[src/hw/rtl/bia_pkg.sv]
package bia_pkg;

   // bitmap geometry
   localparam int unsigned CAPACITY_DEF = 8192;
   localparam int unsigned WORD_W       = 64;
   localparam int unsigned BIT_W        = 6;

   // field widths
   localparam int unsigned ID_W        = 16;
   localparam int unsigned CNT_W       = 17;
   localparam int unsigned COUNT_REG_W = 14;
   localparam int unsigned STATUS_W    = 2;
   localparam int unsigned CSR_ADDR_W  = 1;
   localparam int unsigned CSR_DATA_W  = 16;

   // register reset values
   localparam logic [ID_W-1:0]        BASE_RESET  = 16'd300;
   localparam logic [COUNT_REG_W-1:0] COUNT_RESET = 14'd4701;

   // register indexes
   localparam logic [CSR_ADDR_W-1:0] CSR_BASE_ID  = 1'b0;
   localparam logic [CSR_ADDR_W-1:0] CSR_ID_COUNT = 1'b1;

   typedef enum logic {
      ACT_ALLOC   = 1'b0,
      ACT_RELEASE = 1'b1
   } action_type;

   typedef enum logic [STATUS_W-1:0] {
      STATUS_OK      = 2'd0,
      STATUS_NO_FREE = 2'd1,
      STATUS_RANGE   = 2'd2
   } status_type;

   typedef enum logic [2:0] {
      ST_CLEAR,
      ST_IDLE,
      ST_SCAN,
      ST_REL_RD,
      ST_REL_WR,
      ST_DONE
   } state_type;

   // lowest usable clear bit of one bitmap word
   typedef struct packed {
      logic             found;
      logic [BIT_W-1:0] idx;
   } ffz_res_type;

endpackage

[src/hw/rtl/bia_ffz.sv]
module bia_ffz (
   input  logic [bia_pkg::WORD_W-1:0] word,
   input  logic                       full,
   input  logic [bia_pkg::BIT_W-1:0]  lim,
   output bia_pkg::ffz_res_type       res
);

   logic [bia_pkg::WORD_W-1:0] free;

   // a bit is usable below the range limit; the last word is cut at lim
   always_comb begin
      free = '0;
      for (int b = 0; b < int'(bia_pkg::WORD_W); b++) begin
         free[b] = ~word[b] & (full | (bia_pkg::BIT_W'(b) < lim));
      end
   end

   // priority encode, lowest clear bit wins
   always_comb begin
      res.found = |free;
      res.idx   = '0;
      for (int b = int'(bia_pkg::WORD_W) - 1; b >= 0; b--) begin
         if (free[b]) begin
            res.idx = bia_pkg::BIT_W'(b);
         end
      end
   end

endmodule

[config.mk]
export PLATFORM = sky130hd
export DESIGN_NAME = bia_ffz
export DESIGN_NICKNAME = d
export VERILOG_FILES = /design/src/hw/rtl/bia_pkg.sv /design/src/hw/rtl/bia_ffz.sv
export SDC_FILE = /design/constraint.sdc
export NUM_CORES = 1
export LEC_CHECK = 0
export BUFFER_PORTS_ARGS = -buffer_cell sky130_fd_sc_hd__clkbuf_2
export CORE_ASPECT_RATIO = 0.5
export CORE_MARGIN = 2
export CORE_UTILIZATION = 57
export DETAILED_ROUTE_END_ITERATION = 8
export GPL_TIMING_DRIVEN = 0
export PLACE_DENSITY = 0.93
export SYNTH_ARGS = -nofsm -noshare
export SYNTH_HDL_FRONTEND = slang
export SYNTH_SLANG_ARGS = --single-unit
[constraint.sdc]
create_clock -name vclk -period 4.2
set_input_delay 0.21 -clock vclk [all_inputs]
set_output_delay 0.21 -clock vclk [all_outputs]
set_load 0.005 [all_outputs]
# After elaboration in Yosys (flattened, before gate mapping)
# Cells that the tools add are included.
# W data, S select, Z words.
# op_classes
n_lt_le_gt_ge	64
n_reduce_logical	1
mux	64
n_bitwise	192
# ops
op	count
$mux W6	64
$lt A6 B6 Y1 const A	32
$lt A5 B6 Y1 const A	16
$and A1 B1 Y1	64
$not A1 Y1	64
$or A1 B1 Y1	64
$reduce_or A64 Y1	1
$lt A4 B6 Y1 const A	8
$lt A3 B6 Y1 const A	4
$lt A1 B6 Y1 const A	2
$lt A2 B6 Y1 const A	2
# totals
out_inout_bits	7
ff_bits	0
elab_cells	321
input_bits	71

# Logic depth before layout (Yosys ltp)
# Gate-level depths: netlist of the first run.
# logic_depth
word_depth	67
ltp_mapped	10
mapped_depth_nobuf	7

# Worst setup path before layout of the first run
# OpenSTA, ideal clock, no wires.
# synth_timing
path_type	input to output
startpoint	input lim[1] (netlist name)
endpoint	output res[0] (netlist name)
required_ns	3.990
arrival_time_ns	1.973
setup_slack_ns	2.017
path_stages	8
path_buffers	1
cell_sequence	buf_2 > o311ai_0 > nand2_1 > a32o_1 > a2111o_1 > a2111oi_2 > o21ai_1 > a21oi_1
# synth_rtl
element	line_no	rtl
start: declaration	bia_ffz.sv:4	input logic [bia_pkg::BIT_W-1:0] lim,
end: declaration	bia_ffz.sv:5	output bia_pkg::ffz_res_type res

==> results.sh, run 1 <==
export IMPL_cts_repair_resized=0
export IMPL_syn_avg_cell_area_um2=5.99
export IMPL_post_drt_via_cell_ratio=7.00
export IMPL_finalCritPeriodShare=0.810
export IMPL_die_h_um=46.3
export IMPL_rsz0062_at_grt="no"
export IMPL_postCtsSetupBuffers=0
export IMPL_slew_headroom=0.260
export IMPL_mappedNetlistNets=412
export IMPL_worst_pin_slew_ns=1.10
export IMPL_slew_viol_final=0
export IMPL_initialDrtViolationCount=424
export IMPL_seq_area_um2=0
export IMPL_grt_max_degree=11
export IMPL_final_util=0.726
export IMPL_synth_top_area_share=0.103
export IMPL_ant_nets=0
export IMPL_ys_types=63
export IMPL_critPathLaunchType="input pin"
export IMPL_hold_path_class="input pin to output pin"
export IMPL_dr_pass1_iters=7
export IMPL_drv_cap=0
export IMPL_place_inst=469
export IMPL_crit_path_end_kind="output pin"
export IMPL_p_per_area_mw_per_mm2=105
export IMPL_dpl_hpwl_mm=7.14
export IMPL_grtUsageTotal=0.417
export IMPL_fin_total_pwr_mw=0.261
export IMPL_ys_top_cells_by_count="a21oi_1, o21ai_0, nand2_1"
export IMPL_area_growth_pct=22.0
export IMPL_yosysTopAreaCell="a21oi_1"
export IMPL_antenna_found_initial=0
export IMPL_drc=0
export IMPL_fmax_ghz=0.294
export IMPL_status="finished clean"
export IMPL_grt_pass1_wl_mm=13.0
export IMPL_crit_top_cell="clkbuf_2"
export IMPL_slowest_stage="a2111oi_0"
export IMPL_wl_mm=8.75
export IMPL_finalInstanceArea_mm2=0.00249
export IMPL_cp_max_fo=10
export IMPL_setup_violations=0
export IMPL_ys_seq_area_frac=0
export IMPL_vias=3285
export IMPL_critPathRequiredTime_ns=3.99
export IMPL_die_area_mm2=0.00411
export IMPL_path_cells="clkbuf_2 > buf_2 > o211ai_1 > a21oi_1 > o41ai_1 > o21ai_0 > a2111oi_0 > o22ai_1 > clkbuf_2"
export IMPL_slowest_delay_ns=0.90
export IMPL_n_antenna_cell=0
export IMPL_crit_family="compound AO/OA/AOI/OAI gates"
export IMPL_gp_congestion=1.09
export IMPL_ios=78
export IMPL_coreArea_mm2=0.00343
export IMPL_fillers=319
export IMPL_netlist_area_mm2=0.00204
export IMPL_place_area_mm2=0.00249
export IMPL_arrival_ns=3.19
export IMPL_cp_num_buf_inv=3
export IMPL_crit_type="input pin to output pin"
export IMPL_portBuffers=77
export IMPL_grt_pass1_vias=2731
export IMPL_seq_cell_count=0
export IMPL_synth_warnings=0
export IMPL_start_util=0.595
export IMPL_tns_ns=0
export IMPL_power_leakage_nw=1.04
export IMPL_routedWlPerCell_um=18.6
export IMPL_yosysMostFrequentCell="a21oi_1"
export IMPL_cp_depth=9
export IMPL_crit_end="res[2]"
export IMPL_peakVddDrop_v=0.0000638
export IMPL_hold_viol=0
export IMPL_die_w_um=88.7
export IMPL_gr_total_overflow=0
export IMPL_stdcell_count=469
export IMPL_clock_buffers=0
export IMPL_fin_crit_ns=3.40
export IMPL_crit_path_start="lim[1]"
export IMPL_postCtsHoldBufs=0
export IMPL_placementRows=15
export IMPL_finalNetCount=491
export IMPL_synthTopCellsByArea="a21oi_1, o21ai_0, nand2_1"
export IMPL_syn_inst=341
export IMPL_drive_gt1_frac=0.256
## placed cells by master, fill, tap and decap left out, types with 4 or more instances in the layout
cell type | Yosys | routed
clkbuf_2 | 0 | 77
a21oi_1 | 42 | 42
o21ai_0 | 34 | 34
nand2_1 | 31 | 31
nor2_1 | 30 | 30
a211oi_1 | 15 | 15
buf_2 | 14 | 14
nand3_1 | 13 | 13
inv_1 | 12 | 12
nor3_1 | 9 | 9
nor2b_1 | 8 | 8
nor4_1 | 7 | 7
and2_1 | 7 | 7
a21o_1 | 6 | 6
o211ai_1 | 6 | 6
a31oi_1 | 6 | 6
clkbuf_1 | 5 | 5
and3_1 | 5 | 5
o31ai_1 | 4 | 4
o21a_1 | 4 | 4
nand2b_1 | 4 | 4
o21bai_1 | 4 | 4
o21ai_1 | 4 | 4
## routing by layer
layer | wire [um] | GRT usage | vias up
met1 | 3540 | 0.586 | 1493
met4 | 193 | 0.0667 | 0
li1 | - | - | 1492
met3 | 1390 | 0.100 | 28
met2 | 3620 | 0.658 | 272
met5 | 0 | 0 | -
## kinds of logic after synthesis
family / Yosys count / share of synthesized area
and+or+nand+nor: 138 / 0.366
adders and majority gates: 1 / 0.00490
AOI/OAI and AO/OA: 167 / 0.547
buffers and inverters: 35 / 0.0821
## metrics by stage
stage	setup WS [ns]	hold WS (ns)
after floorplan	2.02	0.657
after global placement	1.09	0.888
after detailed placement	1.08	0.889
after CTS	1.08	0.899
after global routing	0.774	0.942
final	0.796	0.916
## final cells by class
cell class	instances	area, um^2	area share
plain buffers	23	123	0.0492
repair buffers	77	385	0.155
multi-input cells	306	1880	0.753
inverters	12	45.0	0.0181
well taps	51	63.8	0.0256
## report_power, final
group / switching, mW / internal (mW) / total [mW]
Clock: 0 / 0 / 0
Sequential: 0 / 0 / 0
Combinational: 0.162 / 0.0997 / 0.261
## worst min-delay path by stage
stage	cells past startpoint	endpoint	slack [ns]	from
6_report	5	res[1]	0.92	word[0]
5_1_grt	5	res[0]	0.94	word[0]
4_1_cts	5	res[0]	0.90	word[0]
3_5_place_dp	5	res[0]	0.89	word[0]
3_3_place_gp	5	res[0]	0.89	word[0]
2_1_floorplan	3	res[0]	0.66	word[0]
Note: power is estimated with default switching activity, not from simulation.
==> inputs of run 2 (changes only) <==
Settings changed: CORE_UTILIZATION 57 to 53, PLACE_DENSITY 0.93 to 0.88.
Clock period 4.2 ns to 3.4 ns, I/O delays scaled along.
==> results.sh, run 2 (synthesis results as in run 1) <==
export IMPL_post_drt_via_cell_ratio=7.04
export IMPL_stdcell_count=469
export IMPL_place_ws_ns=0.366
export IMPL_crit_path_end_kind="output pin"
export IMPL_drv_cap=0
export IMPL_clock_buffers=0
export IMPL_hold_path_class="input pin to output pin"
export IMPL_ios=78
export IMPL_p_per_area_mw_per_mm2=130
export IMPL_grt_max_degree=11
export IMPL_drive_gt1_frac=0.256
export IMPL_hold_viol=0
export IMPL_grtUsageTotal=0.401
export IMPL_final_common_cell="clkbuf_2"
export IMPL_crit_path_start="lim[1]"
export IMPL_cp_max_fo=10
export IMPL_power_leakage_nw=1.04
export IMPL_antenna_found_initial=0
export IMPL_setup_slack_ns=0.0992
export IMPL_portBuffers=77
export IMPL_dr_pass1_iters=6
export IMPL_start_util=0.573
export IMPL_gr_total_overflow=0
export IMPL_die_area_mm2=0.00440
export IMPL_die_h_um=47.9
export IMPL_status="finished clean"
export IMPL_fmax_ghz=0.303
export IMPL_wl_mm=9.08
export IMPL_critPathLaunchType="input pin"
export IMPL_crit_end="res[1]"
export IMPL_die_w_um=91.8
export IMPL_slew_viol_final=0
export IMPL_fin_crit_ns=3.30
export IMPL_rsz0062_at_grt="no"
export IMPL_coreArea_mm2=0.00357
export IMPL_place_inst=469
export IMPL_placementRows=15
export IMPL_dpl_hpwl_mm=7.28
export IMPL_fillers=353
export IMPL_crit_type="input pin to output pin"
export IMPL_worst_pin_slew_ns=1.07
export IMPL_highest_layer="met4"
export IMPL_area_growth_pct=22.0
export IMPL_n_antenna_cell=0
export IMPL_tns_ns=0
export IMPL_drc=0
export IMPL_grt_pass1_vias=2829
export IMPL_met3_length_mm=1.47
export IMPL_wl_met2_mm=3.72
export IMPL_grt_pass1_wl_mm=13.7
export IMPL_layout_common_cells="clkbuf_2, a21oi_1, o21ai_0, nand2_1, nor2_1"
export IMPL_critPathRequiredTime_ns=3.23
export IMPL_seq_cell_count=0
export IMPL_setup_violations=0
export IMPL_ant_nets=0
export IMPL_wl_met1_mm=3.62
export IMPL_routedWlPerCell_um=19.4
export IMPL_slew_headroom=0.278
export IMPL_vias=3303
export IMPL_seq_area_um2=0
export IMPL_finalCritPeriodShare=0.971
export IMPL_peakVddDrop_v=0.0000783
export IMPL_arrival_ns=3.13
export IMPL_finalNetCount=491
export IMPL_initialDrtViolationCount=479
export IMPL_gp_congestion=1.08
-- run 2: area by class of cell --
class | instances | area, um^2 | area share
Buffer | 23 | 123 | 0.0492
Inverter | 12 | 45.0 | 0.0181
Multi-Input combinational cell | 306 | 1880 | 0.753
Tap cell | 51 | 63.8 | 0.0256
Timing Repair Buffer | 77 | 385 | 0.155
-- run 2: what timing repair did --
| action | CTS | global route |
|---|---|---|
| buffers inserted | 0 | 0 |
| setup endpoints to repair | 0 | 1 |
| resized for setup | 0 | 1 |
| hold buffers | 0 | 0 |
-- run 2: metal layers --
layer,GRT usage,vias to the layer above
met5,0,-
met4,0.113,0
met3,0.128,52
met2,0.669,287
met1,0.516,1476
li1,-,1488
-- run 2: worst min path at each step --
stage,start,endpoint,slack [ns],depth (start not counted)
after floorplan,word[0],res[0],0.58,3
after global placement,word[0],res[1],0.82,5
after detailed placement,word[0],res[1],0.82,5
after CTS,word[0],res[1],0.82,5
after global routing,word[9],res[0],0.90,5
final,word[0],res[1],0.82,5
-- run 2: stage by stage --
stage	util	total power [mW]	cell area, um^2	hold WS, ns
final	0.699	0.325	2490	0.821
after CTS	0.699	0.309	2490	0.817
after global routing	0.699	0.347	2490	0.905
after floorplan	-	0.196	2040	0.577
after detailed placement	0.699	0.307	2490	0.817
after global placement	0.699	0.300	2490	0.816
-- run 2: worst max-delay path: stages --
cell	delay, ns
clkbuf_2	0.09
buf_2	0.19
nor4_1	0.75
a211oi_1	0.26
nor4_1	0.46
o211ai_1	0.16
a211oi_1	0.44
o2111ai_1	0.26
a31oi_1	0.21
clkbuf_2	0.13
-- run 2: power by group --
group          leakage, nW  internal, mW  switching, mW
logic                 1.04         0.123          0.202
registers                0             0              0
clock network            0             0              0
==> inputs of run 3 (changes only) <==
Settings changed: ABC_AREA set to 1, CORE_UTILIZATION 53 to 50, PLACE_DENSITY 0.88 to 0.87.
==> results.sh, run 3 <==
export IMPL_fin_crit_ns=4.06
export IMPL_antenna_found_initial=0
export IMPL_routedWlPerCell_um=12.4
export IMPL_slowest_delay_ns=0.19
export IMPL_portBuffers=77
export IMPL_crit_type="input pin to output pin"
export IMPL_slew_viol_final=0
export IMPL_cp_max_fo=5
export IMPL_n_antenna_cell=0
export IMPL_ant_nets=0
export IMPL_clock_buffers=0
export IMPL_die_area_mm2=0.00376
export IMPL_setup_violations=1
export IMPL_area_growth_pct=39.0
export IMPL_synth_warnings=0
export IMPL_fillers=275
export IMPL_grtUsageMet2=0.494
export IMPL_tns_ns=-0.659
export IMPL_drc=0
export IMPL_critPathLaunchType="input pin"
export IMPL_syn_inst=369
export IMPL_worst_pin_slew_ns=0.777
export IMPL_post_drt_via_cell_ratio=5.39
export IMPL_arrival_ns=3.89
export IMPL_finalNetCount=527
export IMPL_coreArea_mm2=0.00305
export IMPL_slew_headroom=0.478
export IMPL_violations="setup timing"
export IMPL_final_common_cell="nand2_1"
export IMPL_synth_top_area_share=0.260
export IMPL_dr_pass1_iters=7
export IMPL_vias=2665
export IMPL_slowest_stage="nor2_4"
export IMPL_p_int_mw=0.117
export IMPL_setup_slack_ns=-0.659
export IMPL_comb_power_share=1.000
export IMPL_gr_total_overflow=0
export IMPL_initialDrtViolationCount=445
export IMPL_use_met3=0.0448
export IMPL_busiest_layer="met2"
export IMPL_seq_area_um2=0
export IMPL_share_seq_of_total_power=0
export IMPL_grt_max_degree=11
export IMPL_postCtsHoldBufs=0
export IMPL_mappedNetlistNets=440
export IMPL_die_h_um=44.4
export IMPL_dpl_hpwl_mm=4.77
export IMPL_place_area_mm2=0.00209
export IMPL_p_per_area_mw_per_mm2=129
export IMPL_pwr_share_clk=0
export IMPL_ys_top_cells_by_count="nand2_1, nor2_1, inv_1"
export IMPL_wl_mm=6.13
export IMPL_ys_types=28
export IMPL_drv_cap=0
export IMPL_crit_top_cell="nand2_1"
export IMPL_die_w_um=84.8
export IMPL_hold_path_class="input pin to output pin"
export IMPL_grt_pass1_wl_mm=8.96
export IMPL_ios=78
export IMPL_grtUsageTotal=0.299
export IMPL_gp_congestion=1.01
export IMPL_placementRows=14
export IMPL_fmax_ghz=0.246
export IMPL_layout_common_cells="nand2_1, clkbuf_2, nor2_1, inv_1, a21oi_1"
export IMPL_switching_share=0.598
export IMPL_power_leakage_nw=1.35
export IMPL_start_util=0.535
export IMPL_finalInstanceArea_mm2=0.00227
export IMPL_critPathRequiredTime_ns=3.23
export IMPL_final_util=0.744
export IMPL_yosysTopAreaCell="nand2_1"
export IMPL_hold_viol=0
export IMPL_drive_gt1_frac=0.284
export IMPL_seq_cell_count=0
export IMPL_grt_util_met1=0.431
export IMPL_p_sw_mw=0.175
export IMPL_finalCritPeriodShare=1.19
export IMPL_grt_pass1_vias=2038
export IMPL_synthTopCellsByArea="nand2_1, nor2_1, inv_1"
export IMPL_syn_avg_cell_area_um2=4.42
export IMPL_rsz0062_at_grt="yes"
export IMPL_ys_seq_area_frac=0
export IMPL_yosysMostFrequentCell="nand2_1"
export IMPL_status="complete, but fails checks"
export IMPL_fin_total_pwr_mw=0.292
export IMPL_netlist_area_mm2=0.00163
export IMPL_crit_path_end_kind="output pin"
export IMPL_peakVddDrop_v=0.0000745
==> run 3: final timing paths <==
| check | startpoint | end | slack, ns | cells past startpoint |
|---|---|---|---|---|
| setup / recovery | lim[1] | res[0] | -0.66 | 65 |
| hold / removal | word[0] | res[0] | 0.66 | 4 |
==> run 3: area by class of cell <==
class,instances,area [um^2],area share
plain buffers,3,27.5,0.0121
well taps,40,50.0,0.0221
repair buffers,85,483,0.213
multi-input cells,294,1440,0.634
inverters,72,270,0.119
==> run 3: worst max-delay path: cells and delay by family <==
family	cells	cell delay, ns
AO/OA/AOI/OAI	2	0.25
buffers and inverters	2	0.23
AND/OR/NAND/NOR	61	3.24
==> run 3: power by group through the flow <==
stage / clock network (mW) / logic (mW) / registers, mW
final: 0 / 0.292 / 0
after global routing: 0 / 0.324 / 0
after CTS: 0 / 0.271 / 0
after detailed placement: 0 / 0.255 / 0
after global placement: 0 / 0.253 / 0
after floorplan: 0 / 0.174 / 0
==> run 3: metrics by stage <==
step | hold WS (ns) | setup WS (ns) | std cells
after floorplan | 0.479 | -0.0118 | 369
after global placement | 0.665 | -0.768 | 486
after detailed placement | 0.672 | -0.759 | 486
after CTS | 0.673 | -0.599 | 491
after global routing | 0.699 | -1.18 | 494
final | 0.657 | -0.659 | 494
==> run 3: layer usage <==
metal,share of wire,up-vias
met5,0,-
met4,0.011,0
met3,0.14,14
met2,0.44,187
met1,0.41,1126
li1,-,1338
==> run 3: what timing repair did <==
item / 4_1_cts / 5_1_grt
buffers inserted: 5 / 3
resized for setup: 20 / 24
pin swaps: 8 / 8
endpoints found under the setup margin: 1 / 2
gates cloned: 0 / 0
==> run 3: logic make-up (layout without fill, tap and decap cells) <==
family | count (synthesis) | count (layout) | share of synthesized area
compound gates | 69 | 69 | 0.260
buf+inv | 75 | 160 | 0.176
simple gates | 225 | 225 | 0.564
